File: src/hw/rtl/bouncing_square_test_pattern_top_defines.svh
// Assertion helpers used by the datapath RTL. They expect clk and rst in scope.
`ifndef BOUNCING_SQUARE_TEST_PATTERN_TOP_DEFINES_SVH
`define BOUNCING_SQUARE_TEST_PATTERN_TOP_DEFINES_SVH

// Same-cycle implication, disabled during reset
`define BSQ_ASSERT_IMPL(lbl, ante, cons) \
  lbl: assert property (@(posedge clk) disable iff (rst) (ante) |-> (cons)) \
    else $error("bsq assertion failed");

// Next-cycle implication, disabled during reset
`define BSQ_ASSERT_NEXT(lbl, ante, cons) \
  lbl: assert property (@(posedge clk) disable iff (rst) (ante) |=> (cons)) \
    else $error("bsq assertion failed");

`endif

File: src/hw/rtl/bsq_pkg.sv
`timescale 1ns / 1ps
package bsq_pkg;

  // Frame geometry and pixel depth
  localparam int FRAME_HEIGHT = 480;
  localparam int FRAME_WIDTH  = 640;
  localparam int PIXEL_BITS   = 8;

  // Field widths
  localparam int ROW_W         = 9;
  localparam int COL_W         = 10;
  localparam int FRAME_COUNT_W = 16;
  localparam int NOISE_W       = 16;
  localparam int SIZE_W        = 7;
  localparam int SHIFT_W       = 3;
  localparam int SKIP_W        = 8;
  localparam int PIXEL_W       = 8;

  // APB port
  localparam int APB_ADDR_W = 5;
  localparam int APB_DATA_W = 32;

  localparam logic [PIXEL_BITS-1:0] FULL_SCALE = '1;
  localparam logic [ROW_W-1:0] LAST_SCAN_ROW = ROW_W'(FRAME_HEIGHT - 1);
  localparam logic [COL_W-1:0] LAST_SCAN_COL = COL_W'(FRAME_WIDTH - 1);
  localparam logic [ROW_W-1:0] BASE_ROW_RESET = ROW_W'(100);
  localparam logic [COL_W-1:0] BASE_COL_RESET = COL_W'(100);

  // Skip arithmetic: noise + pixels per frame * skip, reduced bit by bit
  localparam int FRAME_PIXELS = FRAME_HEIGHT * FRAME_WIDTH;
  localparam int SKIP_SUM_MAX = (1 << NOISE_W) - 1 + FRAME_PIXELS * ((1 << SKIP_W) - 1);
  localparam int SKIP_SUM_W   = $clog2(SKIP_SUM_MAX + 1);
  localparam int MOD_W        = NOISE_W + 1;
  localparam int BITCNT_W     = $clog2(SKIP_SUM_W + 1);

  typedef enum logic [2:0] {
    REG_BASE_FIRST_ROW = 3'd0,
    REG_BASE_LAST_ROW  = 3'd1,
    REG_BASE_FIRST_COL = 3'd2,
    REG_BASE_LAST_COL  = 3'd3,
    REG_SQUARE_SIZE    = 3'd4,
    REG_NOISE_PERIOD   = 3'd5,
    REG_DISTANCE_SHIFT = 3'd6
  } reg_index_t;

  typedef struct packed {
    logic [ROW_W-1:0]   base_first_row;
    logic [ROW_W-1:0]   base_last_row;
    logic [COL_W-1:0]   base_first_col;
    logic [COL_W-1:0]   base_last_col;
    logic [SIZE_W-1:0]  square_size;
    logic [NOISE_W-1:0] noise_period;
    logic [SHIFT_W-1:0] distance_shift;
  } cfg_t;

  typedef enum logic [1:0] {
    ST_IDLE,
    ST_MOVE,
    ST_MOD
  } state_t;

  typedef struct packed {
    logic load_pixel;
    logic start_skip;
    logic move_step;
    logic mod_step;
    logic finish_skip;
  } cmd_t;

  typedef struct packed {
    logic out_free;
    logic move_done;
    logic mod_done;
  } status_t;

endpackage

File: src/hw/rtl/bsq_cfg_regs.sv
`timescale 1ns / 1ps
module bsq_cfg_regs import bsq_pkg::*; (
  input  logic                  clk,
  input  logic                  rst,
  input  logic                  psel,
  input  logic                  penable,
  input  logic                  pwrite,
  input  logic [APB_ADDR_W-1:0] paddr,
  input  logic [APB_DATA_W-1:0] pwdata,
  output logic [APB_DATA_W-1:0] prdata,
  output logic                  pready,
  output cfg_t                  cfg
);

  reg_index_t idx;
  logic       wr_en;

  assign idx    = reg_index_t'(paddr[APB_ADDR_W-1:2]);
  assign wr_en  = psel && penable && pwrite;
  assign pready = 1'b1;

  // Write on the access cycle
  always_ff @(posedge clk) begin
    if (rst) begin
      cfg.base_first_row <= ROW_W'(0);
      cfg.base_last_row  <= ROW_W'(415);
      cfg.base_first_col <= COL_W'(0);
      cfg.base_last_col  <= COL_W'(575);
      cfg.square_size    <= SIZE_W'(32);
      cfg.noise_period   <= NOISE_W'(1021);
      cfg.distance_shift <= SHIFT_W'(1);
    end else if (wr_en) begin
      case (idx)
        REG_BASE_FIRST_ROW: cfg.base_first_row <= pwdata[ROW_W-1:0];
        REG_BASE_LAST_ROW:  cfg.base_last_row  <= pwdata[ROW_W-1:0];
        REG_BASE_FIRST_COL: cfg.base_first_col <= pwdata[COL_W-1:0];
        REG_BASE_LAST_COL:  cfg.base_last_col  <= pwdata[COL_W-1:0];
        REG_SQUARE_SIZE:    cfg.square_size    <= pwdata[SIZE_W-1:0];
        REG_NOISE_PERIOD:   cfg.noise_period   <= pwdata[NOISE_W-1:0];
        REG_DISTANCE_SHIFT: cfg.distance_shift <= pwdata[SHIFT_W-1:0];
        default: ;
      endcase
    end
  end

  // Read back the addressed register
  always_comb begin
    case (idx)
      REG_BASE_FIRST_ROW: prdata = APB_DATA_W'(cfg.base_first_row);
      REG_BASE_LAST_ROW:  prdata = APB_DATA_W'(cfg.base_last_row);
      REG_BASE_FIRST_COL: prdata = APB_DATA_W'(cfg.base_first_col);
      REG_BASE_LAST_COL:  prdata = APB_DATA_W'(cfg.base_last_col);
      REG_SQUARE_SIZE:    prdata = APB_DATA_W'(cfg.square_size);
      REG_NOISE_PERIOD:   prdata = APB_DATA_W'(cfg.noise_period);
      REG_DISTANCE_SHIFT: prdata = APB_DATA_W'(cfg.distance_shift);
      default:            prdata = '0;
    endcase
  end

endmodule

File: config.mk
export PLATFORM = sky130hd
export DESIGN_NAME = bsq_cfg_regs
export DESIGN_NICKNAME = d
export VERILOG_FILES = /design/src/hw/rtl/bouncing_square_test_pattern_top_defines.svh /design/src/hw/rtl/bsq_pkg.sv /design/src/hw/rtl/bsq_cfg_regs.sv
export SDC_FILE = /design/constraint.sdc
export NUM_CORES = 1
export LEC_CHECK = 0
export BUFFER_PORTS_ARGS = -buffer_cell sky130_fd_sc_hd__buf_2
export CORE_MARGIN = 3
export CORE_UTILIZATION = 30
export CTS_CLUSTER_DIAMETER = 50
export DETAILED_ROUTE_END_ITERATION = 6
export PLACE_DENSITY = 0.58
export REMOVE_ABC_BUFFERS = 1
export SYNTH_ARGS = -nofsm -noshare
export SYNTH_HDL_FRONTEND = slang
export SYNTH_SLANG_ARGS = --single-unit
File: constraint.sdc
create_clock -name clk -period 1.85 [get_ports clk]
set_input_delay 0.2775 -clock clk [delete_from_list [all_inputs] [get_ports clk]]
set_output_delay 0.2775 -clock clk [all_outputs]
set_load 0.02 [all_outputs]
# Yosys cells after proc, flatten, opt, wreduce, memory -nomap -nowiden
# Index checks and enable logic that the tools add are counted.
dict set report word_totals {
  reg_bits 64
  wordCells 24
  out_inout_bits 97
  input_bits 42
}
dict set report op_classes {
  n_reduce_logical 10
  mux 1
  eq_ne 6
}
# cell n
set ops {}
lappend ops {{case mux 16 bit (7 select lines)} 1}
lappend ops {{AND reduction 2 bit} 7}
lappend ops {{equality test 3 bit, second input constant} 3}
lappend ops {{equality test 3 x 2 -> 1 bit, second input constant} 2}
lappend ops {{equality test 3 x 1 -> 1 bit, second input constant} 1}
lappend ops {{logical NOT 3 bit} 1}
lappend ops {{logical AND 1 bit} 2}

# Logic depth before layout (Yosys ltp)
dict set report logic_depth {
  word_depth 3
  depth_mapped 6
  depth_no_buf 3
}

# Worst setup path before layout
# OpenSTA, ideal clock, no wires.
dict set report synth_path {
  kind {input -> output}
  startpoint {input port paddr[3]}
  endpoint {output port prdata[1]}
  t_required_ns 1.572
  path_buffers 2
  path_slack_ns 0.239
  t_arrival_ns 1.334
  path_stages 5
  cell_sequence {buf_2 -> buf_2 -> mux2_2 -> a32oi_1 -> o211ai_1}
}
dict set report synth_between {
  elab_chain_len 2
  word_cells_on_any_way 8
  cone_classes {eq/ne (6); mux (1); reduce/logical (1)}
}
# item line_no
set synth_lines {}
lappend synth_lines {{start: declaration} bsq_cfg_regs.sv:8} ;# input logic [APB_ADDR_W-1:0] paddr,
lappend synth_lines {{equality test 3 bit, or another cell as far along} bsq_cfg_regs.sv:48} ;# case (idx)
lappend synth_lines {{case mux 16 bit (7 select lines) (*)} bsq_cfg_regs.sv:48}
lappend synth_lines {{end: declaration} bsq_cfg_regs.sv:10} ;# output logic [APB_DATA_W-1:0] prdata,
# Mark *: on every way between the ends. The rest lies on a longest branch, timed or not.

# Worst setup path after layout
dict set report layout_path {
  startpoint {input port paddr[3]}
  endpoint {output port prdata[2]}
}
# Same word-level chain as after synthesis.

==> flow_summary.json <==
{
  "drc_errors": 0,
  "drive_above_1_share_pct": 33.8,
  "async_flop_share_pct": 0,
  "synth_edf_count": 0,
  "ys_seq_elements": 64,
  "period_needed_ps": 1760,
  "io_buffers": 103,
  "fin_nets": 490,
  "via_count": 2804,
  "critical_path_class": "in -> out",
  "rsz0062_at_grt": "false",
  "cts_hold_buf": 0,
  "hold_end": "cfg[13]",
  "cp-start-kind": "input pin",
  "multi_input_area_sq_um": 1720,
  "synthTopCellsByArea": "dfxtp_1 40%, mux2i_1 19%, nand2b_1 7.6%",
  "clock.fmax_mhz": 569,
  "worst_slew_pin_slew_ps": 513,
  "cp.arrival_ps": 1480,
  "diodes": 0,
  "die_width_um": 109,
  "fin_area_sq_um": 4060,
  "crit_start": "paddr[3]",
  "insertion_delay_ps": 330,
  "seq_power_share_pct": 48.8,
  "cts_root_buf": "clkbuf_8",
  "area_growth_pct": 26.8,
  "gr-total-overflow": 0,
  "cts_resized": 0,
  "power.density_nw_per_um2": 706,
  "p_total_uw": 2860,
  "internal-power_uw": 2130,
  "cts_made_buffers": 9,
  "p_leak_uw": 0.00186,
  "slew_headroom_pct": 65.7,
  "synth-warning-count": 0,
  "syn_area_sq_um": 3200,
  "drt_iter0_drc": 126,
  "cts_max_path_buffers": 2,
  "status": "finished, final reports clean",
  "r2r_slack_ps": 1170,
  "final.fill_count": 1074,
  "clock_skew_ps": 0,
  "place_area_sq_um": 3870,
  "switching_share_pct": 25.7,
  "cts_tree": "yes",
  "worstSetupEndpointType": "primary output",
  "grt.total_usage_pct": 16.2,
  "worstReg2RegEnd": "cfg[51]",
  "cts_setup_buffers": 0,
  "cp.required_ps": 1570,
  "ys_types": 39,
  "design.core.area_sq_um": 10300,
  "hp-start": "pwdata[10]",
  "path_max_fanout": 18,
  "drt_wl_total_mm": 9.39,
  "largest_reg_flops": 64,
  "rows": 37,
  "power_switching_uw": 737,
  "ys_seq_area_share_pct": 40.1,
  "die_h_um": 109,
  "largest_register": "cfg",
  "gp_congestion": 0.772,
  "grt_pass1_vias": 2788,
  "grt_first_pass_wirelength_mm": 14.7,
  "hp-class": "in -> reg",
  "dr.pass1.iters": 4,
  "die_area_sq_um": 11900,
  "hold_viol": 0,
  "htreeDepth": 3,
  "worstHoldPathCells": 3,
  "initial_core_util_pct": 31.0,
  "grt_max_degree": 85,
  "synthDominantCellAreaShare_pct": 40.1,
  "wl_per_cell_um": 16.0,
  "hpwl_mm": 6.81,
  "antenna_found_initial": 0,
  "r2r_start": "cfg[51]",
  "clk_pin_slew_ps": 60,
  "setup_viol": 0,
  "ff_latch_area_sq_um": 1280,
  "combPwrFrac_pct": 12.1,
  "cts_sinks": 64,
  "period_share_pct": 94.9,
  "synth_area_leader_cell": "dfxtp_1",
  "peakVddDrop_mv": 0.335,
  "maxCapViolCount": 0,
  "ios": 139,
  "viasPerCell": 4.78,
  "clkPwrFrac_pct": 39.1,
  "slew_viol_final": 0,
  "ant_nets": 0,
  "dominantRegCellSynth": "dfxtp_1",
  "reg.largest.list": "cfg (64)",
  "syn_inst": 340,
  "syn_area_per_cell_sq_um": 9.40,
  "rr_worst_depth": 2
}
-- cell usage in the layout (no fill, tap or decap), drive strengths merged, types with 12 or more instances in the layout --
master	instances
buf	122
dfxtp	64
mux2i	62
nand2b	39
nor2	38
conb	17
clkbuf	14
a21oi	12
nand3	12
-- area by class of cell --
class / count / area share [%]
multi-input cells: 248 / 42.5
flip-flops and latches: 64 / 31.6
repair buffers: 123 / 17.1
clock buffers: 13 / 4.41
well taps: 136 / 4.20
inverters: 2 / 0.185
-- Yosys cell counts (all sizes together) (2+ instances only) --
cell	number
a22oi	4
clkbuf	11
a32oi	6
buf	30
dfxtp	64
nand2b	39
o21ai	8
nor2	38
o211ai	3
nand3	12
mux2i	62
nor2b	3
conb	2
and2	8
a21oi	12
mux2	8
o31ai	6
nand2	7
o221ai	3
-- worst max-delay path, stage by stage --
cell      delay (ps)
clkbuf_4         230
and3b_1          510
a32oi_1          110
o211ai_1         140
buf_2            200
-- cells by family (layout without fill, tap and decap cells) --
logic type | count (synthesis) | after routing | synth area share (%)
and+or+nand+nor | 115 | 115 | 19.4
muxes | 71 | 71 | 22.9
DFF | 64 | 64 | 40.1
AOI/OAI and AO/OA | 45 | 45 | 9.43
buffers and inverters | 43 | 138 | 7.91
other | 2 | 17 | 0.235
-- routing by layer --
metal	up-vias	global-route usage [%]	routed length, um
met5	-	0	0
met4	0	4.90	121
met3	14	4.56	812
met2	112	27.1	4460
met1	1309	20.3	4000
li1	1369	-	-
-- power by group through the flow --
stage | Clock (uW) | Sequential, uW | Combinational (uW)
2_1_floorplan | 0 | 1440 | 166
3_3_place_gp | 0 | 1430 | 345
3_5_place_dp | 0 | 1430 | 349
4_1_cts | 1150 | 1400 | 350
5_1_grt | 1210 | 1400 | 382
6_report | 1120 | 1400 | 348
-- how the worst max path moves through the flow --
stage | to | cells after the start | slack [ps]
after global placement | prdata[2] | 5 | 40
after floorplan | cfg[10] | 3 | -240
final | prdata[2] | 5 | 90
after CTS | prdata[2] | 5 | 20
after detailed placement | prdata[2] | 5 | 10
after global routing | prdata[6] | 6 | 0.1
-- metrics by stage --
step                utilization (%)  setup WS (ps)  std cells  TNS, ps  hold slack [ps]
floorplan                         -           -237        314    -2370              347
global placement               37.5           39.2        573        0              463
detailed placement             37.5           11.9        573        0              478
CTS                            39.3           20.2        586        0              178
global route                   39.3          0.140        586        0              174
finish                         39.3           94.0        586        0              187
Power figures use the tool's default switching activity.
