==> config.mk <==
export PLATFORM = sky130hd
export DESIGN_NAME = bsq_ctrl
export DESIGN_NICKNAME = d
export VERILOG_FILES = /design/src/hw/rtl/bouncing_square_test_pattern_top_defines.svh /design/src/hw/rtl/bsq_pkg.sv /design/src/hw/rtl/bsq_ctrl.sv
export SDC_FILE = /design/constraint.sdc
export NUM_CORES = 1
export LEC_CHECK = 0
export BUFFER_PORTS_ARGS = -buffer_cell sky130_fd_sc_hd__buf_2
export CORE_AREA = 2 2 39 41
export CTS_CLUSTER_DIAMETER = 200
export DETAILED_ROUTE_END_ITERATION = 12
export DIE_AREA = 0 0 41 43
export PLACE_DENSITY = 0.42
export SKIP_LAST_GASP = 1
export SLEW_MARGIN = 0
export SYNTH_ARGS = -nofsm -noshare
export SYNTH_HDL_FRONTEND = slang
export SYNTH_SLANG_ARGS = --single-unit
==> constraint.sdc <==
create_clock -name clk -period 1.08 [get_ports clk]
set_input_delay 0.108 -clock clk [delete_from_list [all_inputs] [get_ports clk]]
set_output_delay 0.108 -clock clk [all_outputs]
set_load 0.01 [all_outputs]
==> src/hw/rtl/bouncing_square_test_pattern_top_defines.svh <==
// Assertion helpers used by the datapath RTL. They expect clk and rst in scope.
`ifndef BOUNCING_SQUARE_TEST_PATTERN_TOP_DEFINES_SVH
`define BOUNCING_SQUARE_TEST_PATTERN_TOP_DEFINES_SVH

// Same-cycle implication, disabled during reset
`define BSQ_ASSERT_IMPL(lbl, ante, cons) \
  lbl: assert property (@(posedge clk) disable iff (rst) (ante) |-> (cons)) \
    else $error("bsq assertion failed");

// Next-cycle implication, disabled during reset
`define BSQ_ASSERT_NEXT(lbl, ante, cons) \
  lbl: assert property (@(posedge clk) disable iff (rst) (ante) |=> (cons)) \
    else $error("bsq assertion failed");

`endif

==> src/hw/rtl/bsq_pkg.sv <==
`timescale 1ns / 1ps
package bsq_pkg;

  // Frame geometry and pixel depth
  localparam int FRAME_HEIGHT = 480;
  localparam int FRAME_WIDTH  = 640;
  localparam int PIXEL_BITS   = 8;

  // Field widths
  localparam int ROW_W         = 9;
  localparam int COL_W         = 10;
  localparam int FRAME_COUNT_W = 16;
  localparam int NOISE_W       = 16;
  localparam int SIZE_W        = 7;
  localparam int SHIFT_W       = 3;
  localparam int SKIP_W        = 8;
  localparam int PIXEL_W       = 8;

  // APB port
  localparam int APB_ADDR_W = 5;
  localparam int APB_DATA_W = 32;

  localparam logic [PIXEL_BITS-1:0] FULL_SCALE = '1;
  localparam logic [ROW_W-1:0] LAST_SCAN_ROW = ROW_W'(FRAME_HEIGHT - 1);
  localparam logic [COL_W-1:0] LAST_SCAN_COL = COL_W'(FRAME_WIDTH - 1);
  localparam logic [ROW_W-1:0] BASE_ROW_RESET = ROW_W'(100);
  localparam logic [COL_W-1:0] BASE_COL_RESET = COL_W'(100);

  // Skip arithmetic: noise + pixels per frame * skip, reduced bit by bit
  localparam int FRAME_PIXELS = FRAME_HEIGHT * FRAME_WIDTH;
  localparam int SKIP_SUM_MAX = (1 << NOISE_W) - 1 + FRAME_PIXELS * ((1 << SKIP_W) - 1);
  localparam int SKIP_SUM_W   = $clog2(SKIP_SUM_MAX + 1);
  localparam int MOD_W        = NOISE_W + 1;
  localparam int BITCNT_W     = $clog2(SKIP_SUM_W + 1);

  typedef enum logic [2:0] {
    REG_BASE_FIRST_ROW = 3'd0,
    REG_BASE_LAST_ROW  = 3'd1,
    REG_BASE_FIRST_COL = 3'd2,
    REG_BASE_LAST_COL  = 3'd3,
    REG_SQUARE_SIZE    = 3'd4,
    REG_NOISE_PERIOD   = 3'd5,
    REG_DISTANCE_SHIFT = 3'd6
  } reg_index_t;

  typedef struct packed {
    logic [ROW_W-1:0]   base_first_row;
    logic [ROW_W-1:0]   base_last_row;
    logic [COL_W-1:0]   base_first_col;
    logic [COL_W-1:0]   base_last_col;
    logic [SIZE_W-1:0]  square_size;
    logic [NOISE_W-1:0] noise_period;
    logic [SHIFT_W-1:0] distance_shift;
  } cfg_t;

  typedef enum logic [1:0] {
    ST_IDLE,
    ST_MOVE,
    ST_MOD
  } state_t;

  typedef struct packed {
    logic load_pixel;
    logic start_skip;
    logic move_step;
    logic mod_step;
    logic finish_skip;
  } cmd_t;

  typedef struct packed {
    logic out_free;
    logic move_done;
    logic mod_done;
  } status_t;

endpackage

==> src/hw/rtl/bsq_ctrl.sv <==
`timescale 1ns / 1ps
module bsq_ctrl import bsq_pkg::*; (
  input  logic    clk,
  input  logic    rst,
  input  logic    req_valid,
  input  logic    req_kind,
  output logic    req_ready,
  input  status_t status,
  output cmd_t    cmd
);

  state_t state;
  state_t state_next;

  always_ff @(posedge clk) begin
    if (rst) begin
      state <= ST_IDLE;
    end else begin
      state <= state_next;
    end
  end

  // Next state
  always_comb begin
    state_next = state;
    case (state)
      ST_IDLE: begin
        if (req_valid && status.out_free && req_kind) begin
          state_next = ST_MOVE;
        end
      end
      ST_MOVE: begin
        if (status.move_done) begin
          state_next = ST_MOD;
        end
      end
      ST_MOD: begin
        if (status.mod_done && status.out_free) begin
          state_next = ST_IDLE;
        end
      end
      default: state_next = ST_IDLE;
    endcase
  end

  // Outputs
  always_comb begin
    cmd       = '0;
    req_ready = 1'b0;
    case (state)
      ST_IDLE: begin
        req_ready = status.out_free;
        if (req_valid && status.out_free) begin
          cmd.load_pixel = !req_kind;
          cmd.start_skip = req_kind;
        end
      end
      ST_MOVE: begin
        cmd.move_step = !status.move_done;
      end
      ST_MOD: begin
        cmd.mod_step    = !status.mod_done;
        cmd.finish_skip = status.mod_done && status.out_free;
      end
      default: ;
    endcase
  end

endmodule

======== After elaboration in Yosys (flattened, before gate mapping) ========
Cells that the tools add are included.
operators by class
  eq/ne operators ......................... 5
  mux-type cells .......................... 9
  reduce and logical (&&, ||, !) cells .... 8
operator list
  kind                                                                   number
  2-bit 2-to-1 mux                                                       6
  2-bit != test, second input constant                                   3
  2-bit one-hot mux with 3 select lines                                  1
  1-bit logical AND                                                      3
  1-bit zero test                                                        3
  3-bit AND reduction                                                    1
  2-bit by 1-bit equality test with 1-bit output, second input constant  1
  2-bit equality test, second input constant                             1
  2-bit zero test                                                        1
  1-bit 2-to-1 mux                                                       2
word-level totals
  register bits ........................... 2
  output and inout port bits .............. 6
  logic and storage cells ................. 23

======== Logic depth before layout (Yosys ltp) ========
Gate-level depths: netlist of the first run.
  depth after elaboration ................. 4
  mapped depth ............................ 3
  mapped depth without buffers ............ 3

======== Worst setup path after synthesis of the first run ========
Ideal clock, no wire load.
  path type ............................... reg-to-output
  start point ............................. register state[1]
  end point ............................... output port cmd[4] (netlist name)
  arrival ................................. 873 ps
  data required time ...................... 972 ps
  path slack .............................. 99 ps
  cell stages (with the launch flop) ...... 4
  buffers on the path ..................... 0
  cells stage by stage .................... dfxtp_1 -> nor3b_4 -> nand2_1 -> nor2_1
RTL lines
  item                    line            source
  start, declared         bsq_ctrl.sv:12  state_t state;
  start signal, assigned  bsq_ctrl.sv:19  state <= state_next;
  end, declared           bsq_ctrl.sv:9   output cmd_t cmd

==> impl_metrics.json, run 1 <==
{
  "dieHeight_um": 43,
  "grtUsageTotal_pct": 6.513,
  "final_cell_mix": "buf_2 (10), nor2_1 (4), nand2_1 (3), clkbuf_4 (3)",
  "synth_cell_types": 11,
  "drv_cap": 0,
  "rows": 14,
  "outcome": "complete, but fails checks",
  "post-dp-hpwl_um": 322.5,
  "final_layout_size_suffix_gt1_share_pct": 76.47,
  "setup_viol": 4,
  "antenna_found_initial": 0,
  "largest_registers": "state (2)",
  "clock_path_buffers": 2,
  "path_class": "register to output port",
  "power_density_nw_per_um2": 1080,
  "dr.first_iter.drc_count": 2,
  "path_clk_slew_ns": 0.03,
  "ant_nets": 0,
  "port_buffers": 12,
  "cts_buffers": 3,
  "clock-skew-final_ns": 0.00003485,
  "dp_cells": 45,
  "fin_setup_tns_ns": -0.2993,
  "cp_slowest_cell": "dfxtp_2",
  "worstMarginPinSlew_ns": 0.2124,
  "post-route-period-util_pct": 112.5,
  "syn_to_final_growth_pct": 98.28,
  "gr-total-overflow": 0,
  "io_pins": 13,
  "nNetsFinal": 43,
  "cts-root-buf": "clkbuf_4",
  "worstPathArrival_ns": 1.11,
  "cts_tree": "built",
  "final_common_cell": "buf_2",
  "h-tree-depth": 1,
  "cp_cell_sequence": "nor3b_4 -> and3_4 -> buf_6",
  "critical_path_buf_inv_count": 1,
  "startpoint_type": "register",
  "postSynthAreaPerCell_sq_um": 8.538,
  "finalMaxSlewViolations": 0,
  "rsz0062_at_grt": "yes",
  "leakage_uw": 0.0001360,
  "fmax_mhz": 823.4,
  "crit_family": "simple AND/OR/NAND/NOR gates",
  "hold_viol_final": 0,
  "die_w_um": 41,
  "synthCells": 17,
  "largest_register_ffs": 2,
  "grt_max_degree": 5,
  "core_sq_um": 1384,
  "max_flop_register": "state",
  "die-area_sq_um": 1763,
  "clk_latency_ns": 0.22,
  "grt_pass1_vias": 185,
  "dr.pass1.iters": 3,
  "cp.required_ns": 0.97,
  "wire_per_inst_um": 8.500,
  "gp_congestion": 0.6285,
  "layout.cells.non_filler": 50,
  "clock-sinks": 2,
  "syn-num-nets": 24,
  "start_util_pct": 10.49,
  "via_per_inst": 3.660,
  "synth_seq_cells": 2,
  "vias": 183,
  "ir_drop_mv": 0.4538,
  "antenna_cells": 0,
  "min_period_ns": 1.214,
  "worstSetupEndpointType": "output port",
  "slew_headroom_pct": 85.84,
  "min_path_type": "input port to register",
  "yosys_warnings": 0,
  "holdWs_ns": 0.05191,
  "violations": "negative setup slack",
  "slowest_delay_ns": 0.33,
  "yosysSeqAreaShare_pct": 27.59,
  "drc_errors": 0,
  "worstPathMaxFanout": 4,
  "worst_slack_ns": -0.1345,
  "finalPower_uw": 310.7,
  "synth_area_sq_um": 145.1,
  "routed_wl_um": 425,
  "grt_pass1_wl_um": 717,
  "cts_hold_buf": 0
}
-- final timing paths --
path,slack (ns),cells past startpoint,end,startpoint
max,-0.13,3,cmd[3],state[0]
min,0.05,2,state[0],rst
max reg2reg,0.06,4,state[0],state[0]
min reg2reg,0.62,3,state[0],state[1]
-- metrics by stage --
stage                     utilization [%]  area, sq um  setup slack [ns]
after floorplan                         -        145.1           0.09940
after global placement              16.27        225.2           0.02390
after detailed placement            16.27        225.2           0.02439
after CTS                           20.34        281.5           -0.1340
after global routing                20.80        287.8           -0.1909
final                               20.80        287.8           -0.1345
-- cells in the mapped netlist --
cell type	n	area [sq um]
a21oi_1	1	5.000
a31oi_1	1	6.260
and3_2	1	7.510
dfxtp_1	2	40.04
nand2_1	3	11.26
nand2b_2	1	8.760
nor2_1	4	15.01
nor3_2	1	10.01
nor3b_2	1	12.51
nor3b_4	1	18.77
o21ba_2	1	10.01
-- layer usage --
layer	vias to the layer above	share of wire, %	wire length, um	GRT usage (%)
met5	-	0	0	0
li1	93	-	-	-
met3	2	9.9	42	1.571
met4	0	1.9	8	8.000
met2	13	41	175	8.438
met1	75	47	198	7.348
-- layout make-up --
cell class              instances  area (sq um)
fillers                       154          1096
multi-input cells              15         115.1
repair buffers                 14         87.58
flip-flops and latches          2         42.54
clock buffers                   3         22.52
well taps                      16         20.02
-- logic make-up after synthesis --
kind of cell / share of synthesized area (%)
simple gates: 57.76
flops: 27.59
compound gates: 14.65
-- timing repair --
item,4_1_cts,5_1_grt
pin swaps,2,1
gates resized for setup,5,1
endpoints found under the hold margin,0,0
setup buffers,2,0
endpoints found under the setup margin,6,7
-- power breakdown --
part,switching [uW],internal [uW]
Clock,42.0,123
Sequential,3.39,77.4
Combinational,26.7,38.6
Total,72.1,239
No activity file was read; power rests on OpenSTA's default activity.
==> run 2: changes to the inputs <==
==> constraint.sdc (replaced) <==
create_clock -name clk -period 1.08 [get_ports clk]
set_input_delay 0.216 -clock clk [delete_from_list [all_inputs] [get_ports clk]]
set_output_delay 0.216 -clock clk [all_outputs]
set_load 0.01 [all_outputs]
==> run 2 against run 1 <==
  * The flow still finishes with violations (negative setup slack)
  * Setup slack got worse by 0.10 ns
  * First-iteration DRC count increased to 3.5 times the previous value
  * Sequential power about the same
  * Fmax decreased by 7.7%
  * Global-route usage increased by 0.80 points
  * Largest cell class unchanged
==> impl_metrics.json, run 2 (synthesis gave the netlist of run 1 again) <==
{
  "drv_cap": 0,
  "ant_nets": 0,
  "path_class": "register to output port",
  "critical_path_buf_inv_count": 1,
  "grtUsageTotal_pct": 7.315,
  "fmax_mhz": 759.9,
  "post-dp-hpwl_um": 352.5,
  "ir_drop_mv": 0.2625,
  "worstPathMaxFanout": 4,
  "grt_use_met3_pct": 6.806,
  "port_buffers": 12,
  "cts-root-buf": "clkbuf_4",
  "outcome": "complete, but fails checks",
  "rsz0062_at_grt": "yes",
  "dr.pass1.iters": 4,
  "worstPathArrival_ns": 1.10,
  "die-area_sq_um": 1763,
  "final_util_pct": 21.88,
  "antenna_found_initial": 0,
  "clock-skew-final_ns": 0.001426,
  "cp_slowest_cell": "dfxtp_2",
  "leakage_uw": 0.0001451,
  "routed_wl_um": 458,
  "cts_tree": "built",
  "min_period_ns": 1.316,
  "cts_hold_buf": 0,
  "final_cell_mix": "buf_2 (10), nor2_1 (4), buf_4 (4), nand2_1 (3), clkbuf_4 (3)",
  "drc_errors": 0,
  "worstMarginPinSlew_ns": 0.2100,
  "multi_input_area_sq_um": 115.1,
  "busiest_layer": "met1",
  "post-route-period-util_pct": 121.9,
  "crit_family": "simple AND/OR/NAND/NOR gates",
  "met2_usage_pct": 5.938,
  "gr-total-overflow": 0,
  "start_util_pct": 10.49,
  "antenna_cells": 0,
  "largest_registers": "state (2)",
  "power_density_nw_per_um2": 1033,
  "max_flop_register": "state",
  "dr.first_iter.drc_count": 7,
  "gp_congestion": 0.6940,
  "core_sq_um": 1384,
  "clock-sinks": 2,
  "dieHeight_um": 43,
  "clk_latency_ns": 0.22,
  "worst_slack_ns": -0.2360,
  "cp.required_ns": 0.86,
  "cts_buffers": 3,
  "wire_per_inst_um": 8.808,
  "final_common_cell": "buf_2",
  "setup_viol": 6,
  "hold_viol_final": 0,
  "area.sequential_sq_um": 42.54,
  "via_per_inst": 3.750,
  "nNetsFinal": 45,
  "syn_to_final_growth_pct": 108.6,
  "worstSetupEndpointType": "output port",
  "slew_headroom_pct": 85.98,
  "rows": 14,
  "vias": 195,
  "die_w_um": 41,
  "min_path_type": "input port to register",
  "path_clk_slew_ns": 0.03,
  "slowest_delay_ns": 0.32,
  "grt_max_degree": 5,
  "violations": "negative setup slack",
  "finalMaxSlewViolations": 0,
  "grt_pass1_wl_um": 779,
  "final_layout_size_suffix_gt1_share_pct": 75.00,
  "startpoint_type": "register",
  "cp_cell_sequence": "nor3b_4 -> and3_4 -> buf_6",
  "use_met1_pct": 10.22,
  "fillers": 164,
  "io_pins": 13,
  "fin_setup_tns_ns": -1.053,
  "grt_pass1_vias": 172,
  "largest_register_ffs": 2,
  "clock_path_buffers": 2,
  "h-tree-depth": 1
}
[run 2: cell type report]
cell class / count / share of cell area, %
Clock buffer: 3 / 7.438
Multi-Input combinational cell: 15 / 38.02
Sequential cell: 2 / 14.05
Tap cell: 16 / 6.612
Timing Repair Buffer: 16 / 33.88
[run 2: path summary, 6_finish.rpt]
check / start / depth (start not counted) / to / slack [ns]
worst max-delay path: state[1] / 3 / cmd[3] / -0.24
worst max register to register: state[1] / 5 / state[0] / 0.02
worst min-delay path: rst / 2 / state[0] / 0.16
worst min register to register: state[0] / 3 / state[1] / 0.65
[run 2: power breakdown]
| group | switching (uW) | total [uW] | leakage, uW | internal, uW |
|---|---|---|---|---|
| clock | 41.2 | 164 | 0.0000138 | 123 |
| sequential | 3.07 | 80.5 | 0.0000172 | 77.4 |
| combinational | 28.1 | 68.6 | 0.000114 | 40.6 |
[run 2: stage by stage]
stage          std cells  cell area [sq um]  setup slack (ns)  hold WS, ns  power [uW]
3_3_place_gp          46              232.7          -0.01028       0.3999       132.0
6_report              52              302.8           -0.2360       0.1611       312.8
4_1_cts               50              281.5           -0.2439       0.1539       315.6
5_1_grt               52              302.8           -0.2884       0.1615       341.5
3_5_place_dp          46              232.7          -0.03429       0.3968       131.2
2_1_floorplan         17              145.1           0.01089       0.2857       104.2
[run 2: timing repair]
action / CTS / global route
buffers inserted: 1 / 2
gates resized for setup: 5 / 1
pin swaps: 4 / 2
endpoints found under the setup margin: 6 / 7
[run 2: per-layer routing]
metal | vias to the layer above | wire (um)
li1 | 100 | -
met1 | 80 | 228
met2 | 15 | 146
met3 | 0 | 82
met4 | 0 | 0
met5 | - | 0
==> run 3: changes to the inputs <==
Settings changed: CORE_AREA 2 2 39 41 to 8 8 45 47, DIE_AREA 0 0 41 43 to 0 0 53 55, SETUP_SLACK_MARGIN from default to 0.1.
==> run 3 against run 2 <==
  * The flow still finishes with violations (negative setup slack)
  * Sequential share of layout area increased by 0.058 points
  * Worst hold slack got worse by 0.0055 ns
  * Fmax is 0.37% higher
  * Register-to-register slack better by 0.10 ns
  * Total power is 1.3% higher
  * Via count fell by 5.1%
  * Critical path type unchanged
==> impl_metrics.json, run 3 (synthesis gave the netlist of run 1 again) <==
{
  "clock-skew-final_ns": 0.003540,
  "dr.first_iter.drc_count": 1,
  "post-dp-hpwl_um": 423.2,
  "rows": 14,
  "rr_startpoint": "state[0]",
  "startpoint_type": "register",
  "worst_slack_ns": -0.2312,
  "post_cts_buffers": 0,
  "cts_tree": "built",
  "routed_wl_um": 531,
  "outcome": "complete, but fails checks",
  "gr-total-overflow": 0,
  "grtUsageTotal_pct": 4.258,
  "grt_pass1_wl_um": 765,
  "fmax_mhz": 762.7,
  "dr.pass1.iters": 2,
  "rsz0062_at_grt": "yes",
  "min_from": "rst",
  "ant_nets": 0,
  "hold_viol_final": 0,
  "path_class": "register to output port",
  "drt-met1-wl_um": 253,
  "largest_register_ffs": 2,
  "start_util_pct": 10.49,
  "final_util_pct": 21.79,
  "core_sq_um": 1384,
  "worstMarginPinSlew_ns": 0.2048,
  "route.met2.wl_um": 153,
  "antenna_found_initial": 0,
  "max_flop_register": "state",
  "wire_per_inst_um": 10.41,
  "worstPathMaxFanout": 4,
  "die-area_sq_um": 2915,
  "largest_registers": "state (2)",
  "post-route-period-util_pct": 121.4,
  "cp-startpoint": "state[1]",
  "clock_path_buffers": 2,
  "gp_congestion": 0.6222,
  "path_clk_slew_ns": 0.03,
  "clock-sinks": 2,
  "route.met3.wl_um": 104,
  "die_w_um": 53,
  "final_common_cell": "buf_2",
  "antenna_cells": 0,
  "h-tree-depth": 1,
  "cts_buffers": 3,
  "setup_viol": 6,
  "leakage_uw": 0.0001397,
  "worstPathArrival_ns": 1.10,
  "io_pins": 13,
  "min_path_type": "input port to register",
  "cp.required_ns": 0.86,
  "port_buffers": 12,
  "vias": 185,
  "slew_headroom_pct": 86.33,
  "final_layout_size_suffix_gt1_share_pct": 80.00,
  "grt_max_degree": 5,
  "drc_errors": 0,
  "cts-root-buf": "clkbuf_4",
  "worstSetupEndpointType": "output port",
  "nNetsFinal": 44,
  "holdWs_ns": 0.1556,
  "dieHeight_um": 55,
  "layout.cells.non_filler": 51,
  "ir_drop_mv": 0.2265,
  "routed.top_layer": "met4",
  "fin_setup_tns_ns": -1.036,
  "fillers": 160,
  "finalMaxSlewViolations": 0,
  "rrSetupSlack_ns": 0.12,
  "grt_pass1_vias": 193,
  "syn_to_final_growth_pct": 107.8,
  "drv_cap": 0,
  "via_per_inst": 3.627,
  "final_cell_mix": "buf_2 (10), nand2_1 (3), nor2_1 (3), clkbuf_4 (3), buf_4 (3)",
  "min_period_ns": 1.311,
  "clk_latency_ns": 0.23,
  "dp_cells": 48,
  "power_density_nw_per_um2": 1050,
  "violations": "negative setup slack"
}
[run 3: cell count changes in the layout (fill, tap and decap cells not counted), sizes merged]
cell  before  now
buf       16   15
[run 3: per-stage QoR]
step           setup WS [ns]  instance area [sq um]  power [uW]
6_report             -0.2312                  301.5       316.7
5_1_grt              -0.2766                  301.5       345.1
4_1_cts              -0.2546                  291.5       326.2
3_5_place_dp        -0.03065                  256.5       139.9
3_3_place_gp       -0.005893                  256.5       139.8
2_1_floorplan        0.03140                  153.9       106.6
[run 3: final timing paths]
kind                            endpoint  cells after the start
worst max-delay path              cmd[3]                      3
worst min-delay path            state[0]                      2
worst max register to register  state[0]                      4
worst min register to register  state[0]                      3
[run 3: area by class of cell]
type,count,area (sq um),share of cell area [%]
multi-input combinational,15,121.4,40.25
timing repair buffer,15,95.09,31.54
sequential,2,42.54,14.11
clock buffer,3,22.52,7.469
tap,16,20.02,6.639
[run 3: repair_timing]
action                                  in CTS  in global routing
endpoints found under the setup margin       6                  8
pin swaps                                    4                  0
hold buffers                                 0                  0
resized for setup                            2                  2
hold endpoints to repair                     0                  0
[run 3: report_power, final]
part / switching [uW] / internal, uW / total (uW) / leakage, uW
sequential: 2.52 / 77.4 / 79.9 / 0.0000172
clock: 46.5 / 123 / 169 / 0.0000138
combinational: 28.9 / 38.6 / 67.5 / 0.000109
[run 3: routing by layer]
metal | up-vias | track usage [%]
li1 | 95 | -
met1 | 73 | 4.697
met2 | 15 | 3.125
met3 | 2 | 4.278
met4 | 0 | 6.466
met5 | - | 0
[run 3: critical path, stage by stage (launching register included)]
cell and delay (ns):
dfxtp_2 0.32, nor3b_4 0.24, and3_4 0.22, buf_6 0.09
