## src/hw/rtl/bouncing_square_test_pattern_top_defines.svh

```systemverilog
// Assertion helpers used by the datapath RTL. They expect clk and rst in scope.
`ifndef BOUNCING_SQUARE_TEST_PATTERN_TOP_DEFINES_SVH
`define BOUNCING_SQUARE_TEST_PATTERN_TOP_DEFINES_SVH

// Same-cycle implication, disabled during reset
`define BSQ_ASSERT_IMPL(lbl, ante, cons) \
  lbl: assert property (@(posedge clk) disable iff (rst) (ante) |-> (cons)) \
    else $error("bsq assertion failed");

// Next-cycle implication, disabled during reset
`define BSQ_ASSERT_NEXT(lbl, ante, cons) \
  lbl: assert property (@(posedge clk) disable iff (rst) (ante) |=> (cons)) \
    else $error("bsq assertion failed");

`endif

```

## src/hw/rtl/bsq_pkg.sv

```systemverilog
`timescale 1ns / 1ps
package bsq_pkg;

  // Frame geometry and pixel depth
  localparam int FRAME_HEIGHT = 480;
  localparam int FRAME_WIDTH  = 640;
  localparam int PIXEL_BITS   = 8;

  // Field widths
  localparam int ROW_W         = 9;
  localparam int COL_W         = 10;
  localparam int FRAME_COUNT_W = 16;
  localparam int NOISE_W       = 16;
  localparam int SIZE_W        = 7;
  localparam int SHIFT_W       = 3;
  localparam int SKIP_W        = 8;
  localparam int PIXEL_W       = 8;

  // APB port
  localparam int APB_ADDR_W = 5;
  localparam int APB_DATA_W = 32;

  localparam logic [PIXEL_BITS-1:0] FULL_SCALE = '1;
  localparam logic [ROW_W-1:0] LAST_SCAN_ROW = ROW_W'(FRAME_HEIGHT - 1);
  localparam logic [COL_W-1:0] LAST_SCAN_COL = COL_W'(FRAME_WIDTH - 1);
  localparam logic [ROW_W-1:0] BASE_ROW_RESET = ROW_W'(100);
  localparam logic [COL_W-1:0] BASE_COL_RESET = COL_W'(100);

  // Skip arithmetic: noise + pixels per frame * skip, reduced bit by bit
  localparam int FRAME_PIXELS = FRAME_HEIGHT * FRAME_WIDTH;
  localparam int SKIP_SUM_MAX = (1 << NOISE_W) - 1 + FRAME_PIXELS * ((1 << SKIP_W) - 1);
  localparam int SKIP_SUM_W   = $clog2(SKIP_SUM_MAX + 1);
  localparam int MOD_W        = NOISE_W + 1;
  localparam int BITCNT_W     = $clog2(SKIP_SUM_W + 1);

  typedef enum logic [2:0] {
    REG_BASE_FIRST_ROW = 3'd0,
    REG_BASE_LAST_ROW  = 3'd1,
    REG_BASE_FIRST_COL = 3'd2,
    REG_BASE_LAST_COL  = 3'd3,
    REG_SQUARE_SIZE    = 3'd4,
    REG_NOISE_PERIOD   = 3'd5,
    REG_DISTANCE_SHIFT = 3'd6
  } reg_index_t;

  typedef struct packed {
    logic [ROW_W-1:0]   base_first_row;
    logic [ROW_W-1:0]   base_last_row;
    logic [COL_W-1:0]   base_first_col;
    logic [COL_W-1:0]   base_last_col;
    logic [SIZE_W-1:0]  square_size;
    logic [NOISE_W-1:0] noise_period;
    logic [SHIFT_W-1:0] distance_shift;
  } cfg_t;

  typedef enum logic [1:0] {
    ST_IDLE,
    ST_MOVE,
    ST_MOD
  } state_t;

  typedef struct packed {
    logic load_pixel;
    logic start_skip;
    logic move_step;
    logic mod_step;
    logic finish_skip;
  } cmd_t;

  typedef struct packed {
    logic out_free;
    logic move_done;
    logic mod_done;
  } status_t;

endpackage

```

## src/hw/rtl/bsq_datapath.sv

```systemverilog
`timescale 1ns / 1ps
`include "bouncing_square_test_pattern_top_defines.svh"
module bsq_datapath import bsq_pkg::*; (
  input  logic               clk,
  input  logic               rst,
  input  cfg_t               cfg,
  input  cmd_t               cmd,
  input  logic [SKIP_W-1:0]  req_skip,
  input  logic               rsp_ready,
  output logic               rsp_valid,
  output logic [PIXEL_W-1:0] rsp_pixel,
  output status_t            status
);

  // Scan and pattern state
  logic [ROW_W-1:0]         scan_row;
  logic [COL_W-1:0]         scan_col;
  logic [ROW_W-1:0]         base_row;
  logic [COL_W-1:0]         base_col;
  logic                     row_step_down;
  logic                     col_step_down;
  logic [FRAME_COUNT_W-1:0] frame_count;
  logic [NOISE_W-1:0]       noise_count;

  // Skip sequencing
  logic [SKIP_W-1:0]      skip_left;
  logic [SKIP_W-1:0]      skip_frames;
  logic [SKIP_SUM_W-1:0]  skip_sum;
  logic [NOISE_W-1:0]     rem;
  logic [MOD_W-1:0]       modulus;
  logic [BITCNT_W-1:0]    bit_left;

  // Returns {new direction, new position}; narrower axes pass zero-extended
  function automatic logic [COL_W:0] axis_step(input logic [COL_W-1:0] pos,
                                               input logic [COL_W-1:0] first,
                                               input logic [COL_W-1:0] last,
                                               input logic down);
    logic d;
    d = down;
    if (pos == last) begin
      d = 1'b1;
    end else if (pos == first) begin
      d = 1'b0;
    end
    return {d, d ? pos - COL_W'(1) : pos + COL_W'(1)};
  endfunction

  logic [COL_W:0]   row_stepped;
  logic [COL_W:0]   col_stepped;
  logic             row_ge;
  logic             col_ge;
  logic [ROW_W-1:0] dr;
  logic [COL_W-1:0] dc;
  logic             in_square;
  logic [COL_W-1:0] dist_max;
  logic [COL_W-1:0] dist_sh;
  logic [PIXEL_BITS:0] bright;
  logic [PIXEL_BITS-1:0] pix;
  logic             noise_hit;
  logic             frame_end;
  logic [MOD_W-1:0] rem_shift;
  logic [NOISE_W-1:0] rem_next;

  // Base step for frame ends and skip iterations
  assign row_stepped = axis_step(COL_W'(base_row), COL_W'(cfg.base_first_row),
                                 COL_W'(cfg.base_last_row), row_step_down);
  assign col_stepped = axis_step(base_col, cfg.base_first_col,
                                 cfg.base_last_col, col_step_down);

  // Square shading
  assign row_ge    = scan_row >= base_row;
  assign col_ge    = scan_col >= base_col;
  assign dr        = scan_row - base_row;
  assign dc        = scan_col - base_col;
  assign in_square = row_ge && col_ge && (dr < ROW_W'(cfg.square_size))
                     && (dc < COL_W'(cfg.square_size));
  assign dist_max  = (COL_W'(dr) > dc) ? COL_W'(dr) : dc;
  assign dist_sh   = dist_max >> cfg.distance_shift;
  assign bright    = {1'b0, ~dist_sh[PIXEL_BITS-1:0]}
                     + {1'b0, frame_count[3 +: PIXEL_BITS]};
  assign noise_hit = noise_count == NOISE_W'(cfg.noise_period - NOISE_W'(1));

  always_comb begin
    pix = '0;
    if (in_square) begin
      pix = bright[PIXEL_BITS] ? FULL_SCALE : bright[PIXEL_BITS-1:0];
    end
    if (noise_hit) begin
      pix = FULL_SCALE;
    end
  end

  assign frame_end = (scan_col == LAST_SCAN_COL) && (scan_row == LAST_SCAN_ROW);

  // One restoring remainder step
  assign rem_shift = {rem, skip_sum[SKIP_SUM_W-1]};
  assign rem_next  = (rem_shift >= modulus) ? NOISE_W'(rem_shift - modulus)
                                            : NOISE_W'(rem_shift);

  // Advance scan, base and counters
  always_ff @(posedge clk) begin
    if (rst) begin
      scan_row      <= '0;
      scan_col      <= '0;
      base_row      <= BASE_ROW_RESET;
      base_col      <= BASE_COL_RESET;
      row_step_down <= 1'b0;
      col_step_down <= 1'b0;
      frame_count   <= '0;
      noise_count   <= '0;
    end else begin
      if (cmd.load_pixel) begin
        if (scan_col == LAST_SCAN_COL) begin
          scan_col <= '0;
          if (scan_row == LAST_SCAN_ROW) begin
            scan_row <= '0;
          end else begin
            scan_row <= scan_row + ROW_W'(1);
          end
        end else begin
          scan_col <= scan_col + COL_W'(1);
        end
        if (frame_end) begin
          frame_count <= frame_count + FRAME_COUNT_W'(1);
        end
        noise_count <= noise_hit ? '0 : noise_count + NOISE_W'(1);
      end
      if ((cmd.load_pixel && frame_end) || cmd.move_step) begin
        row_step_down <= row_stepped[COL_W];
        base_row      <= row_stepped[ROW_W-1:0];
        col_step_down <= col_stepped[COL_W];
        base_col      <= col_stepped[COL_W-1:0];
      end
      if (cmd.finish_skip) begin
        noise_count <= rem;
        frame_count <= frame_count + FRAME_COUNT_W'(skip_frames);
      end
    end
  end

  // Skip counters
  always_ff @(posedge clk) begin
    if (rst) begin
      skip_left <= '0;
      bit_left  <= '0;
    end else if (cmd.start_skip) begin
      skip_left <= req_skip;
      bit_left  <= BITCNT_W'(SKIP_SUM_W);
    end else begin
      if (cmd.move_step) begin
        skip_left <= skip_left - SKIP_W'(1);
      end
      if (cmd.mod_step) begin
        bit_left <= bit_left - BITCNT_W'(1);
      end
    end
  end

  // Skip operands and remainder
  always_ff @(posedge clk) begin
    if (cmd.start_skip) begin
      skip_frames <= req_skip;
      skip_sum    <= SKIP_SUM_W'(noise_count)
                     + SKIP_SUM_W'(FRAME_PIXELS) * SKIP_SUM_W'(req_skip);
      rem         <= '0;
      modulus     <= (cfg.noise_period == '0) ? MOD_W'(1 << NOISE_W)
                                              : MOD_W'(cfg.noise_period);
    end else if (cmd.mod_step) begin
      skip_sum <= skip_sum << 1;
      rem      <= rem_next;
    end
  end

  // Output register
  always_ff @(posedge clk) begin
    if (rst) begin
      rsp_valid <= 1'b0;
    end else if (cmd.load_pixel || cmd.finish_skip) begin
      rsp_valid <= 1'b1;
    end else if (rsp_ready) begin
      rsp_valid <= 1'b0;
    end
  end

  always_ff @(posedge clk) begin
    if (cmd.load_pixel) begin
      rsp_pixel <= PIXEL_W'(pix);
    end else if (cmd.finish_skip) begin
      rsp_pixel <= '0;
    end
  end

  assign status.out_free  = !rsp_valid || rsp_ready;
  assign status.move_done = skip_left == '0;
  assign status.mod_done  = bit_left == '0;

  `BSQ_ASSERT_IMPL(a_load_needs_room, cmd.load_pixel || cmd.finish_skip, status.out_free)
  `BSQ_ASSERT_IMPL(a_move_in_range, cmd.move_step, skip_left != '0)
  `BSQ_ASSERT_IMPL(a_mod_in_range, cmd.mod_step, bit_left != '0)
  `BSQ_ASSERT_NEXT(a_noise_reduced, cmd.finish_skip, MOD_W'(noise_count) < modulus)

endmodule

```

## config.mk

```make
export PLATFORM = sky130hd
export DESIGN_NAME = bsq_datapath
export DESIGN_NICKNAME = d
export VERILOG_FILES = /design/src/hw/rtl/bsq_pkg.sv /design/src/hw/rtl/bsq_datapath.sv
export VERILOG_INCLUDE_DIRS = /design/src /design/src/hw/rtl
export SDC_FILE = /design/constraint.sdc
export NUM_CORES = 1
export LEC_CHECK = 0
export BUFFER_PORTS_ARGS = -buffer_cell sky130_fd_sc_hd__buf_4
export CORE_ASPECT_RATIO = 0.7
export CORE_MARGIN = 4
export CORE_UTILIZATION = 30
export CTS_CLUSTER_SIZE = 10
export DETAILED_ROUTE_END_ITERATION = 10
export PLACE_DENSITY = 0.47
export SYNTH_ARGS = -nofsm -noshare
export SYNTH_HDL_FRONTEND = slang
export SYNTH_SLANG_ARGS = --single-unit
```

## constraint.sdc

```tcl
create_clock -name clk -period 5.7 [get_ports clk]
set_input_delay 0.285 -clock clk [delete_from_list [all_inputs] [get_ports clk]]
set_output_delay 0.285 -clock clk [all_outputs]
set_load 0.02 [all_outputs]
```

# Word level (Yosys, flattened, before mapping)
# Cells that the tools add are included.
# classes
add_sub_neg,17
mul,1
n_lt_le_gt_ge,6
n_eq_ne,7
shifts,1
n_mux,30
bitwise_logic,1
n_reduce_logical,20
# op_table
op,count
$mux 16,7
$mux 8,7
$mux 27,2
$add 16x1->16 const B,2
$mux 10,3
$add 16x27->27,1
$add 10x1->10 const B,2
$eq 10x10->1,2
$add 9x1->9 const B,2
$eq 9x9->1,2
$mux 9,2
$ge 17x17->1,1
$mux 17,1
$add 16x8->16,1
$eq 16x16->1,1
$logic_not 16->1,1
$sub 16x1->16 const B,1
$sub 16x16->16,1
$mul 7x8->15 const A,1
$eq 10x10->1 const B,1
$ge 10x10->1,1
$gt 9x10->1,1
$lt 10x7->1,1
$mux 5,2
other kinds (21),37
# word_totals
reg_bits,162
out_inout_bits,12
wordCells,101

# Logic depth before layout (Yosys ltp)
# Gate-level depths: netlist of run 1.
# depth
depth_word,10
depth_mapped,28
depth_no_buf,27

# Least setup slack after synthesis of run 1
# OpenSTA, ideal clock, no wires.
# synth_timing
path_type,flip-flop to flip-flop
start,reg base_col[0]
end,"reg rsp_pixel[0], data pin"
setup_time_ns,0.254
arrival_time_ns,5.766
setup_slack_ns,-0.320
stages_incl_launch_ff,27
n_path_buf,0
path_cell_list,dfxtp_1 > ha_1 > inv_1 > fa_1 > a211oi_1 > nor3b_1 > or2_2 > a21oi_1 > xor2_1 > ha_1 > maj3_2 > maj3_2 > o211ai_2 > mux4_2 > a22oi_2 > nand2_1 > ha_1 > fa_1 > a21oi_1 > nor2_1 > nor2_1 > o21bai_1 > a21oi_1 > o21bai_1 > a21oi_1 > a21oi_1 > o21a_1
# synth_via
elab_chain_len,10
elab_cells_between_ends,15
# synth_rtl
element,line_no,source
"start, declared",bsq_datapath.sv:19,logic [COL_W-1:0] base_col;
"start signal, assigned",bsq_datapath.sv:132,base_col <= col_stepped[COL_W-1:0];
$sub 10x10->10,bsq_datapath.sv:74,assign dc = scan_col - base_col;
$gt 9x10->1,bsq_datapath.sv:77,assign dist_max = (COL_W'(dr) > dc) ? COL_W'(dr) : dc;
$mux 10,bsq_datapath.sv:77,
$shr 10x3->8,bsq_datapath.sv:78,assign dist_sh = dist_max >> cfg.distance_shift;
$not 8->8,bsq_datapath.sv:79,"assign bright = {1'b0, ~dist_sh[PIXEL_BITS-1:0]}"
$add 8x8->9,bsq_datapath.sv:80,"+ {1'b0, frame_count[3 +: PIXEL_BITS]};"
$mux 8,bsq_datapath.sv:86,pix = bright[PIXEL_BITS] ? FULL_SCALE : bright[PIXEL_BITS-1:0];
$mux 8 *,bsq_datapath.sv:85,if (in_square) begin
$mux 8 *,bsq_datapath.sv:88,if (noise_hit) begin
$mux 8 *,bsq_datapath.sv:186,if (cmd.load_pixel) begin
"end signal, assigned",bsq_datapath.sv:187,rsp_pixel <= PIXEL_W'(pix);
"end, declared",bsq_datapath.sv:11,"output logic [PIXEL_W-1:0] rsp_pixel,"
# Every way passes the cells marked *; elsewhere a longest branch is shown, timed or not.
# A chain may end at the register's enable or synchronous reset.

# Worst setup path after layout of run 1
# layout_timing
start,reg scan_col[0]
end,"reg rsp_pixel[4], data pin"
# layout_via
elab_chain_len,10
elab_cells_between_ends,15
# layout_rtl
element,line_no,source
"start, declared",bsq_datapath.sv:17,logic [COL_W-1:0] scan_col;
"start signal, assigned",bsq_datapath.sv:121,scan_col <= scan_col + COL_W'(1);
$sub 10x10->10,bsq_datapath.sv:74,
$gt 9x10->1,bsq_datapath.sv:77,
$mux 10,bsq_datapath.sv:77,
$shr 10x3->8,bsq_datapath.sv:78,
$not 8->8,bsq_datapath.sv:79,
$add 8x8->9,bsq_datapath.sv:80,
$mux 8,bsq_datapath.sv:86,
$mux 8 *,bsq_datapath.sv:85,
$mux 8 *,bsq_datapath.sv:88,
$mux 8 *,bsq_datapath.sv:186,
# Marks and branches as above.

==> results of run 1 <==
[layer usage]
layer,part of all wire,track usage,up-vias,wire [um]
li1,-,-,5586,-
met1,0.57,0.243,5087,20200
met2,0.38,0.202,169,13700
met3,0.036,0.0270,30,1290
met4,0.012,0.0355,0,441
met5,0,0,-,0
[area by class of cell]
| class | instances | area [sq um] | area share |
|---|---|---|---|
| multi-input combinational | 1144 | 8560 | 0.559 |
| sequential | 157 | 3750 | 0.245 |
| timing repair buffer | 159 | 1200 | 0.0782 |
| tap | 552 | 691 | 0.0451 |
| inverter | 147 | 552 | 0.0360 |
| clock buffer | 17 | 425 | 0.0278 |
| clock inverter | 15 | 148 | 0.00964 |
[registers in the layout, summed over array words and instances, names as in the netlist, 5 cells and up]
signal / flops
skip_sum: 27
modulus: 17
noise_count: 16
rem: 16
frame_count: 11
base_col: 10
scan_col: 10
base_row: 9
scan_row: 9
rsp_pixel: 8
skip_frames: 8
skip_left: 8
bit_left: 5
[cells in the mapped netlist, drive strengths merged (25+ instances only)]
cell | number | area (sq um)
inv | 146 | 548
nor2 | 145 | 544
ha | 133 | 1660
a21oi | 106 | 531
dfxtp | 97 | 1940
xnor2 | 88 | 771
nand2 | 84 | 315
clkbuf | 64 | 240
xor2 | 62 | 551
edfxtp | 60 | 1800
o21ai | 52 | 260
nor3 | 48 | 252
nor2b | 33 | 214
nand3 | 25 | 125
[critical path, delay by kind of cell, from the launching register on]
kind | cells | cell delay [ns]
xor+xnor | 2 | 0.22
compound gates | 8 | 1.30
mux | 1 | 0.56
flops | 1 | 0.32
buf+inv | 8 | 0.85
simple gates | 4 | 0.49
fa+ha+maj | 6 | 1.66
[how the worst max path moves through the flow]
stage                    to  slack (ns)        start  cells past startpoint
4_1_cts        rsp_pixel[0]       0.008  scan_col[0]                     28
5_1_grt        rsp_pixel[4]       -0.23  scan_col[0]                     28
3_5_place_dp   rsp_pixel[0]       -0.18  scan_col[0]                     28
3_3_place_gp   rsp_pixel[1]       -0.07  scan_col[0]                     28
6_report       rsp_pixel[4]        0.06  scan_col[0]                     29
2_1_floorplan  rsp_pixel[0]        0.01  base_col[0]                     26
[power by group through the flow]
| stage | registers, mW | clock network, mW | logic, mW |
|---|---|---|---|
| finish | 1.37 | 1.16 | 1.37 |
| CTS | 1.36 | 1.20 | 1.36 |
| global placement | 1.39 | 0 | 1.32 |
| floorplan | 1.37 | 0 | 0.959 |
| global route | 1.38 | 1.25 | 1.54 |
| detailed placement | 1.39 | 0 | 1.34 |
[timing repair]
item,CTS,global route
cloned,0,0
resized for setup,12,11
buffers inserted,8,1
setup endpoints to repair,8,8
pin swaps,15,14
[logic make-up after synthesis]
logic type	count (synthesis)	synth area share
buffers and inverters	219	0.0639
muxes	41	0.0400
xor gates and xnor gates	151	0.103
DFF	157	0.288
adders and majority gates	151	0.153
AOI/OAI and AO/OA	326	0.166
and+or+nand+nor	475	0.185
[per-stage QoR]
stage	instances	power (mW)
final	2191	3.90
after global routing	2191	4.17
after CTS	2190	3.92
after detailed placement	2150	2.72
after global placement	2150	2.71
after floorplan	1520	2.33
==> summary.txt, run 1 <==
Final layout
  • Share of cells above drive strength 1: 0.157
  • Most frequent cells in the layout: buf_4, nor2_1, inv_1
  • Final core utilization: 0.360
  • Most common cell after layout, fill and taps aside: buf_4
  • Finished Cell Area: around 15000 sq um
  • Layout area overhead: 17.7%
  • # diodes: 0
  • Fill cell count: 4397
  • Final #Nets: 1854

Worst setup path
  • Reg2reg end: rsp_pixel[4]
  • CP most frequent cell: buf_4
  • Setup CP Type: reg -> reg
  • Required @ worst endpoint: just under 6 ns
  • Max incr delay on CP: 0.56 ns
  • CP startpoint kind: flop
  • R2r worst-path depth: 29
  • Worst r2r src: scan_col[0]
  • Reg-to-reg slack, setup: 0.06 ns
  • Crit Path Max Fanout: 3
  • Worst EP arrival: slightly below 6 ns
  • Crit-path slowest cell: mux4_2
  • Worst Setup End Kind: flop

Floorplan
  • Initial Util: 0.306
  • Row count: 63
  • Die width: ~260 um
  • Core Region: between 40000 and 50000 sq um
  • Total die area: approximately 47000 sq um
  • Io pins: 92
  • Die height: ~180 um

Detailed routing
  • Initial DRC Count: around 670
  • Vias/cell: about 5
  • ANT nets after route: 0
  • WL final: around 36 mm
  • Wire length per cell: ~16 um
  • Drt pass-1 iters: 7
  • DRC Markers: 0
  • Vias after detailed routing: 10900

Power and ir drop
  • Net Sw Power: 1.33 mW
  • Worst vdd ir: approximately 0.00015 V
  • Pleak: 6.70 nW
  • PD cells: ~250 nW/um^2
  • Int Power: roughly 2.6 mW
  • Combinational power share: 0.352
  • Switch share: 0.341
  • Clock group share of total power: 0.298
  • Register share of total power: 0.350

STA
  • Hold Vio Cnt, Final: 0
  • Tmin final: 5.64 ns
  • Number of setup violations in the final report: 0
  • Worst Max-Slew Pin Slew: 1.10 ns
  • Setup TNS: 0 ns
  • Fin crit share: 0.990
  • Worst slew margin: 0.256
  • Setup WS post-layout: between 0.05 and 0.06 ns
  • Hold Slack: roughly 0.060 ns
  • Fmax: 0.177 GHz
  • Final Max Slew Viols: 0
  • RSZ-0062 raised after global routing: true
  • Setup Skew: approximately 0.013 ns

Global route
  • GRT Resource Usage Total: 0.150
  • Largest net degree at the start of global routing: 83
  • First-pass GRT wire length: between 50 and 60 mm
  • Vias in the first global route: approximately 10000
  • Initial antenna violation count: 0
  • Gr ovfl total: 0

Clock network
  • CTS sink count: between 150 and 200
  • CTS H-tree depth: 4
  • CTS tree: built
  • Maximum root-to-sink buffer count: 2
  • CTS Buf Count: 17
  • CTS root buf: clkbuf_16
  • Worst-Skew Late Latency: around 0.45 ns
  • CTS Hold Bufs: 0
  • CTS clk-pin slew, worst paths: about 0.06 ns

Synth
  • Synthesized area: 13000 sq um
  • Register area share after synthesis: 0.288
  • Yosys warning count: 0
  • Synth Instances: around 1500
  • Most used DFF post-synth: dfxtp_1
  • EDFF count, synth: 60
  • Mean Syn Cell Area: about 8.6 sq um
  • Fraction of registers with async set/reset: 0
  • #FFs+latches synth: 157
  • Net Count, Synth: about 1700
  • Yosys cell types: 81

Placed design
  • Pre-CTS setup slack: -0.175 ns
  • Port Buf Inserts: a little over 90
  • Final RePlAce weighted congestion: around 0.84
  • HPWL after detailed placement: around 27 mm
  • Placed Area: 14600 sq um

Min path
  • Hold Path End: modulus[10]
  • Hold path cells: 1
  • Hold/Removal Path Class: in -> reg
  • Hold path startpoint: cfg[13]

Status
  • Outcome: finished clean

Flow run
  • Max-Cap Viols: 0
Power figures use the tool's default switching activity.
==> run 2: changes to the inputs <==
==> constraint.sdc (replaced) <==
create_clock -name clk -period 5.1 [get_ports clk]
set_input_delay 0.255 -clock clk [delete_from_list [all_inputs] [get_ports clk]]
set_output_delay 0.255 -clock clk [all_outputs]
set_load 0.02 [all_outputs]
==> run 2 against run 1 <==
Global-route usage down 0.064 points. Sequential share of layout area down 0.91 points. Critical endpoint unchanged. The run now ends with negative setup slack left. Register-to-register slack worse by 0.54 ns. Final cell count up 3.0%.
==> summary.txt, run 2 (synthesized netlist as in run 1, its figures left out) <==
Worst setup path
  • Reg2reg end: rsp_pixel[4]
  • R2r worst-path depth: 29
  • Crit Path Max Fanout: 3
  • CP most frequent cell: buf_4
  • Reg-to-reg slack, setup: -0.49 ns
  • Worst r2r src: scan_col[0]
  • Max incr delay on CP: about 0.54 ns
  • Crit-path slowest cell: mux4_2
  • Worst EP arrival: 5.79 ns
  • Worst setup path end: rsp_pixel[4]
  • Required @ worst endpoint: 5.30 ns
  • CP Launch Point: scan_col[0]
  • Setup CP Type: reg -> reg
  • CP startpoint kind: flop
  • Worst Setup End Kind: flop

Detailed routing
  • ANT nets after route: 0
  • Wire length per cell: 15.5 um
  • DRC Markers: 0
  • WL final: between 30 and 40 mm
  • Vias after detailed routing: 11100
  • Vias/cell: roughly 5
  • Initial DRC Count: between 600 and 700
  • Drt pass-1 iters: 5

Floorplan
  • Die width: ~260 um
  • Row count: 63
  • Initial Util: 0.306
  • Die height: approximately 180 um
  • Core Region: between 40000 and 50000 sq um
  • Total die area: between 40000 and 50000 sq um
  • Io pins: a little over 90

Placed design
  • Pre-CTS setup slack: -0.554 ns
  • Final RePlAce weighted congestion: ~0.83
  • Port Buf Inserts: between 90 and 100
  • HPWL after detailed placement: 27.2 mm
  • Placed Area: 15100 sq um

Power and ir drop
  • Register share of total power: 0.332
  • Total power: between 4 and 5 mW
  • Pleak: around 7.1 nW
  • Switch share: 0.340
  • Net Sw Power: 1.55 mW
  • Clock group share of total power: 0.309
  • Combinational power share: 0.359
  • Worst vdd ir: around 0.00024 V
  • PD cells: 287 nW/um^2
  • Int Power: 3.01 mW

Clock network
  • CTS Buf Count: 17
  • CTS sink count: roughly 160
  • CTS tree: built
  • Maximum root-to-sink buffer count: 2
  • CTS clk-pin slew, worst paths: ~0.080 ns
  • Worst-Skew Late Latency: around 0.45 ns
  • CTS root buf: clkbuf_16
  • CTS Hold Bufs: 0
  • CTS H-tree depth: 4

Final layout
  • Regs by FF count: skip_sum (27), modulus (17)
  • Final core utilization: 0.374
  • Most common cell after layout, fill and taps aside: buf_4
  • Max reg flops: 27
  • Finished Cell Area: approximately 16000 sq um
  • Fill cell count: roughly 4300
  • Layout area overhead: 22.4%
  • Final #Nets: ~1900
  • Largest Register: skip_sum
  • Most frequent cells in the layout: buf_4, nor2_1, inv_1
  • Share of cells above drive strength 1: 0.194

STA
  • Hold Vio Cnt, Final: 0
  • Fin crit share: 1.10
  • Setup Skew: slightly below 0.02 ns
  • Tmin final: between 5 and 6 ns
  • RSZ-0062 raised after global routing: true
  • Worst Max-Slew Pin Slew: 1.14 ns
  • Worst slew margin: 0.232
  • Setup WS post-layout: -0.487 ns
  • Fmax: 0.179 GHz
  • Number of setup violations in the final report: 8
  • Final Max Slew Viols: 0

Min path
  • Hold/Removal Path Class: in -> reg

Global route
  • Initial antenna violation count: 1
  • First-pass GRT wire length: 57.1 mm
  • GRT Resource Usage Total: 0.150
  • Gr ovfl total: 0
  • Largest net degree at the start of global routing: 83
  • Vias in the first global route: 10700

Flow run
  • Max-Cap Viols: 0

Status
  • Outcome: finished, violations left
  • Failing checks: negative setup slack
## run 2: cell types whose count changed in the layout (fill, tap and decap cells not counted), moves of 3 or more
cell and delta:
inv_6 +4, inv_8 +3, buf_4 +62, clkinvlp_4 -4
## run 2: metal layers
metal  vias up  GRT usage  wire length (um)
met5         -          0                 0
met4         0     0.0349               484
met3        27     0.0250              1270
met2       175      0.216             13900
met1      5225      0.232             19400
li1       5713          -                 -
## run 2: worst max-delay path, delay by kind of cell (launching register included)
kind | cells | cell delay, ns
compound gates | 8 | 1.19
xor+xnor | 2 | 0.20
fa+ha+maj | 6 | 1.68
buf+inv | 8 | 0.87
flops | 1 | 0.33
mux | 1 | 0.54
simple gates | 4 | 0.50
## run 2: how the worst min path moves through the flow
stage                      from        endpoint  slack [ns]  depth (start not counted)
finish                  cfg[17]     modulus[14]        0.04                          1
global route            cfg[18]     modulus[15]        0.01                          1
CTS                      cfg[5]      modulus[2]       0.004                          1
detailed placement  scan_row[8]     scan_row[8]        0.48                          2
global placement    scan_row[8]     scan_row[8]        0.46                          2
floorplan           req_skip[0]  skip_frames[0]        0.35                          0
## run 2: timing repair
item	in CTS	in global routing
buffers inserted	9	0
setup endpoints to repair	8	8
pin swaps	4	2
gates cloned	0	0
resized for setup	10	7
## run 2: cell type report
type,count,area [sq um],area share
Clock inverter,14,198,0.0124
Multi-Input combinational cell,1144,8620,0.541
Tap cell,552,691,0.0434
Inverter,147,552,0.0346
Antenna cell,2,5.00,0.000314
Timing Repair Buffer,222,1680,0.106
Sequential cell,157,3750,0.236
Clock buffer,18,429,0.0269
## run 2: power groups by stage
| stage | logic [mW] | clock network [mW] | registers [mW] |
|---|---|---|---|
| 2_1_floorplan | 1.08 | 0 | 1.53 |
| 3_3_place_gp | 1.58 | 0 | 1.54 |
| 3_5_place_dp | 1.60 | 0 | 1.54 |
| 4_1_cts | 1.63 | 1.45 | 1.52 |
| 5_1_grt | 1.85 | 1.50 | 1.53 |
| 6_report | 1.64 | 1.41 | 1.52 |
## run 2: per-stage QoR
stage / hold slack (ns) / std cells / TNS, ns
6_report: 0.0352 / 2256 / -3.72
5_1_grt: 0.0102 / 2255 / -5.96
4_1_cts: 0.00444 / 2254 / -3.42
3_5_place_dp: 0.478 / 2213 / -4.33
3_3_place_gp: 0.465 / 2213 / -3.44
2_1_floorplan: 0.354 / 1520 / -3.10
